--- config.mk ---
export PLATFORM = sky130hd
export DESIGN_NAME = cht_ctrl
export DESIGN_NICKNAME = d
export VERILOG_FILES = /design/src/rtl/cht_pkg.sv /design/src/rtl/cht_ctrl.sv
export SDC_FILE = /design/constraint.sdc
export NUM_CORES = 1
export LEC_CHECK = 0
export ABC_AREA = 0
export ABC_CLOCK_PERIOD_IN_PS = 2000
export BUFFER_PORTS_ARGS = -buffer_cell sky130_fd_sc_hd__buf_2
export CAP_MARGIN = 30
export CORE_AREA = 3 3 40 42
export CTS_BUF_LIST = sky130_fd_sc_hd__clkbuf_4 sky130_fd_sc_hd__clkbuf_8
export CTS_CLUSTER_SIZE = 20
export DETAILED_ROUTE_END_ITERATION = 10
export DIE_AREA = 0 0 43 45
export HOLD_SLACK_MARGIN = 0.03
export PLACE_DENSITY = 0.67
export SLEW_MARGIN = 25
export SYNTH_ARGS = -nofsm -noshare
export SYNTH_HDL_FRONTEND = slang
export SYNTH_SLANG_ARGS = --single-unit
--- constraint.sdc ---
create_clock -name clock -period 2 [get_ports clock]
set_input_delay 0.1 -clock clock [delete_from_list [all_inputs] [get_ports clock]]
set_output_delay 0.1 -clock clock [all_outputs]
set_load 0.03 [all_outputs]
--- src/rtl/cht_pkg.sv ---
`timescale 1ns / 1ps

package cht_pkg;

   // Field widths
   localparam int KEY_W   = 64;
   localparam int COUNT_W = 32;
   localparam int EPOCH_W = 16;
   localparam int CFG_W   = 4;
   localparam int OP_W    = 2;
   localparam int HALF_W  = 32;

   // Fixed odd hash multiplier, split in halves for the 32x32 multiplier
   localparam logic [KEY_W-1:0]  HASH_MUL    = 64'd12345678911234567891;
   localparam logic [HALF_W-1:0] HASH_MUL_LO = HASH_MUL[31:0];
   localparam logic [HALF_W-1:0] HASH_MUL_HI = HASH_MUL[63:32];

   localparam logic [CFG_W-1:0]   CFG_RESET = 4'd10;
   localparam logic [EPOCH_W-1:0] EPOCH_ONE = 16'd1;
   localparam logic [EPOCH_W-1:0] EPOCH_MAX = 16'hFFFF;
   localparam logic [COUNT_W-1:0] COUNT_MAX = 32'hFFFF_FFFF;

   // Request opcodes
   localparam logic [OP_W-1:0] OP_INSERT = 2'd0;
   localparam logic [OP_W-1:0] OP_FIND   = 2'd1;
   localparam logic [OP_W-1:0] OP_CLEAR  = 2'd2;
   localparam logic [OP_W-1:0] OP_NONE   = 2'd3;

   // Partial product steps of the hash multiply
   typedef logic [1:0] mul_step_type;
   localparam mul_step_type MUL_LO_LO = 2'd0;
   localparam mul_step_type MUL_LO_HI = 2'd1;
   localparam mul_step_type MUL_HI_LO = 2'd2;

   // Result selection
   typedef logic [2:0] res_sel_type;
   localparam res_sel_type RES_ZERO  = 3'd0;
   localparam res_sel_type RES_ONE   = 3'd1;
   localparam res_sel_type RES_COUNT = 3'd2;
   localparam res_sel_type RES_BUMP  = 3'd3;
   localparam res_sel_type RES_OVF   = 3'd4;

   // Controller to datapath
   typedef struct packed {
      logic         load_req;
      logic         mul_en;
      mul_step_type mul_step;
      logic         hash_en;
      logic         probe_next;
      logic         wr_new;
      logic         wr_bump;
      logic         res_load;
      res_sel_type  res_sel;
      logic         epoch_adv;
      logic         sweep_en;
      logic         out_load;
   } cht_cmd_type;

   // Datapath to controller
   typedef struct packed {
      logic slot_empty;
      logic slot_hit;
      logic slot_last;
      logic epoch_last;
      logic sweep_last;
      logic out_free;
   } cht_stat_type;

endpackage

--- src/rtl/cht_ctrl.sv ---
`timescale 1ns / 1ps

module cht_ctrl (
   input  logic                    clock,
   input  logic                    reset,
   input  logic                    req_valid,
   input  logic [cht_pkg::OP_W-1:0] req_type,
   output logic                    req_ready,
   input  cht_pkg::cht_stat_type   stat,
   output cht_pkg::cht_cmd_type    cmd
);
   import cht_pkg::*;

   localparam logic [2:0] ST_SWEEP = 3'd0;
   localparam logic [2:0] ST_IDLE  = 3'd1;
   localparam logic [2:0] ST_MUL0  = 3'd2;
   localparam logic [2:0] ST_MUL1  = 3'd3;
   localparam logic [2:0] ST_MUL2  = 3'd4;
   localparam logic [2:0] ST_HASH  = 3'd5;
   localparam logic [2:0] ST_PROBE = 3'd6;
   localparam logic [2:0] ST_DONE  = 3'd7;

   logic [2:0]      state_ff, state_in;
   logic [OP_W-1:0] op_ff, op_in;
   logic            sweep_pend_ff, sweep_pend_in;
   logic            accept;

   assign req_ready = (state_ff == ST_IDLE);
   assign accept    = req_valid && req_ready;

   // Next state and commands
   always_comb begin
      state_in      = state_ff;
      op_in         = op_ff;
      sweep_pend_in = sweep_pend_ff;
      cmd           = '0;
      unique case (state_ff)
         ST_SWEEP: begin
            cmd.sweep_en = 1'b1;
            if (stat.sweep_last) begin
               state_in = ST_IDLE;
            end
         end
         ST_IDLE: begin
            if (accept) begin
               cmd.load_req = 1'b1;
               op_in        = req_type;
               unique case (req_type) inside
                  OP_INSERT, OP_FIND: begin
                     state_in = ST_MUL0;
                  end
                  OP_CLEAR: begin
                     cmd.epoch_adv = 1'b1;
                     cmd.res_load  = 1'b1;
                     cmd.res_sel   = RES_ZERO;
                     sweep_pend_in = stat.epoch_last;
                     state_in      = ST_DONE;
                  end
                  default: begin
                     cmd.res_load = 1'b1;
                     cmd.res_sel  = RES_ZERO;
                     state_in     = ST_DONE;
                  end
               endcase
            end
         end
         ST_MUL0: begin
            cmd.mul_en   = 1'b1;
            cmd.mul_step = MUL_LO_LO;
            state_in     = ST_MUL1;
         end
         ST_MUL1: begin
            cmd.mul_en   = 1'b1;
            cmd.mul_step = MUL_LO_HI;
            state_in     = ST_MUL2;
         end
         ST_MUL2: begin
            cmd.mul_en   = 1'b1;
            cmd.mul_step = MUL_HI_LO;
            state_in     = ST_HASH;
         end
         ST_HASH: begin
            cmd.hash_en = 1'b1;
            state_in    = ST_PROBE;
         end
         ST_PROBE: begin
            // one slot per cycle until hit, empty slot or end of table
            if (stat.slot_empty) begin
               cmd.res_load = 1'b1;
               if (op_ff == OP_INSERT) begin
                  cmd.wr_new  = 1'b1;
                  cmd.res_sel = RES_ONE;
               end else begin
                  cmd.res_sel = RES_ZERO;
               end
               state_in = ST_DONE;
            end else if (stat.slot_hit) begin
               cmd.res_load = 1'b1;
               if (op_ff == OP_INSERT) begin
                  cmd.wr_bump = 1'b1;
                  cmd.res_sel = RES_BUMP;
               end else begin
                  cmd.res_sel = RES_COUNT;
               end
               state_in = ST_DONE;
            end else if (stat.slot_last) begin
               cmd.res_load = 1'b1;
               cmd.res_sel  = RES_OVF;
               state_in     = ST_DONE;
            end else begin
               cmd.probe_next = 1'b1;
            end
         end
         ST_DONE: begin
            if (stat.out_free) begin
               cmd.out_load  = 1'b1;
               sweep_pend_in = 1'b0;
               state_in      = sweep_pend_ff ? ST_SWEEP : ST_IDLE;
            end
         end
         default: begin
            state_in = ST_IDLE;
         end
      endcase
   end

   // State registers
   always_ff @(posedge clock) begin
      if (reset) begin
         state_ff      <= ST_SWEEP;
         op_ff         <= OP_NONE;
         sweep_pend_ff <= 1'b0;
      end else begin
         state_ff      <= state_in;
         op_ff         <= op_in;
         sweep_pend_ff <= sweep_pend_in;
      end
   end

endmodule

==> summary.txt <==
CP Capture Type = output pin
Placed Area = 596 µm²
Skew-Pair Late Insertion Delay = 0.25 ns
#FFs+latches synth = 6
Post-Route WL = 1.16 mm
yosys warns = 0
total CTS buffers = 3
clock sinks = 6
vias per cell = 5.00
antenna violations before repair = 0
PortBufs = 26
Setup crit start kind = register
Mapped Cells = 64
Tcrit/Tclk final = 92.2%
Slew @ Worst Pin = 0.561 ns
Area growth, synth to finish = 29.3%
Tmin final = 1.84 ns
Die Y = 45 µm
die width = 43 µm
MaxCap Viol Count = 0
Post-Syn Nets = 75
Hold Path Class = input port to register
clk slew on worst S/H paths = 0.04 ns
initial core utilization = 37.2%
Die ar. = 1940 µm²
drt pass-1 iters = 2
sequential area share after synthesis = 25.1%
worst clock skew = 0.00271 ns
H-tree levels = 1
Most used DFF post-synth = dfxtp_1
fmax = 542 MHz
Critical Path AT = 1.74 ns
largest net degree at the start of global routing = 18
Distinct cells, synth = 28
pwr dens = 697 nW/µm²
post-route cell area = 618 µm²
WL/cell = 11.2 µm
async set-or-reset flop fraction in the synthesized netlist = 0%
Hold Vio Cnt, Final = 0
Max VDD drop = 0.320 mV
layout cells sized above 1 = 41.6%
crit-path max FO = 14
vias in the first global route = 498
Synth Cell Area = 478 µm²
hpwl dp = 924 µm
# IOs = 27
status = finished, final reports clean
critical path data required time = 1.90 ns
Post-CTS Hold Buffers = 0
Synth Area per Inst = 7.47 µm²
first-pass GRT wire length = 1.98 mm
Layout Nets = 102
FP Rows = 13
total track usage = 14.4%
count of final max-slew check failures = 0
EDFF count, synth = 0
routed via count = 520
Final Setup Violations = 0
Placeable Area = 1280 µm²
Lkg Pwr = 0.329 nW
DRT antenna net count = 0
commonest cells after routing, fill and taps aside = 26 x buf_2, 8 x nor2_1, 7 x nor3_1
Slew headroom = 62.5%
Diodes inserted = 0
Crit Path Category = register to output pin
CTS resizes = 0
# DRC = 0
Root Driver = clkbuf_4
postcts setup bufs = 0
total gr overflow = 0
GPL Wtd Cong = 0.733
CTS Buffer Depth = 2
RSZ-0062 raised after global routing = false
DRT iter0 DRCs = 7
CTS tree = built
most common cell after layout, fill and taps aside = buf_2
Sum Neg Setup Slack = 0 ns
## layer usage
| layer | vias up | track usage (%) | part of all wire, % |
|---|---|---|---|
| met5 | - | 0 | 0 |
| met1 | 224 | 14.3 | 38 |
| met3 | 4 | 2.79 | 6.6 |
| li1 | 274 | - | - |
| met2 | 18 | 24.9 | 51 |
| met4 | 0 | 14.5 | 4.5 |
## final timing paths
kind	start	endpoint	slack [ns]	cells after the start
setup / recovery	state_ff[1]$_SDFFE_PP0P_	cmd[8]	0.16	4
hold / removal	req_type[0]	op_ff[0]$_SDFFE_PP1P_	0.06	2
setup reg to reg	state_ff[0]$_SDFFE_PP0P_	state_ff[0]$_SDFFE_PP0P_	0.53	4
hold reg to reg	op_ff[1]$_SDFFE_PP1P_	op_ff[1]$_SDFFE_PP1P_	0.47	2
## kinds of logic (layout without fill, tap and decap cells)
kind of cell	after synthesis	after routing	share of synthesized area, %
AO/OA/AOI/OAI	12	12	18.6
buffers and inverters	9	34	10.5
flip-flops	6	6	25.1
multiplexers	2	2	4.19
AND/OR/NAND/NOR	35	35	41.6
## final cells by class
| type | instances | area (µm²) |
|---|---|---|
| clock buffers | 3 | 22.5 |
| inverters | 5 | 18.8 |
| well taps | 15 | 18.8 |
| repair buffers | 26 | 130 |
| multi-input cells | 49 | 308 |
| flip-flops and latches | 6 | 120 |
| fillers | 143 | 667 |
## registers in the layout (all words and copies together), names as in the netlist
| name | cells |
|---|---|
| sweep_pend_ff | 1 |
| state_ff | 3 |
| op_ff | 2 |
## through the flow
step           power, mW  utilization [%]  setup WS, ns  hold slack, ns  std cells
2_1_floorplan      0.288                -         0.233           0.168         64
3_3_place_gp       0.321             46.3         0.467           0.321        101
3_5_place_dp       0.323             46.3         0.419           0.323        101
4_1_cts            0.439             48.1         0.145          0.0582        104
5_1_grt            0.460             48.1        0.0347          0.0821        104
6_report           0.431             48.1         0.156          0.0639        104
## cells in the mapped netlist, types with 2 or more instances
cell type  instances  area (µm²)
nor2_1             8        30.0
nor3_1             7        35.0
dfxtp_1            6         120
nand2_1            6        22.5
a21oi_1            5        25.0
inv_1              5        18.8
buf_4              2        15.0
mux2i_1            2        20.0
nand2b_1           2        12.5
nand3_2            2        20.0
o21ai_0            2        10.0
## critical path, cell delays in order (launching register included)
cell     delay (ns)
dfxtp_1        0.60
nand2_2        0.14
or4_4          0.45
nor2_1         0.10
buf_2          0.20
## report_power, final
| group | switching [mW] | internal, mW |
|---|---|---|
| registers | 0.0337 | 0.133 |
| logic | 0.0952 | 0.0567 |
| clock network | 0.0440 | 0.0679 |
No activity file was read; power rests on OpenSTA's default activity.
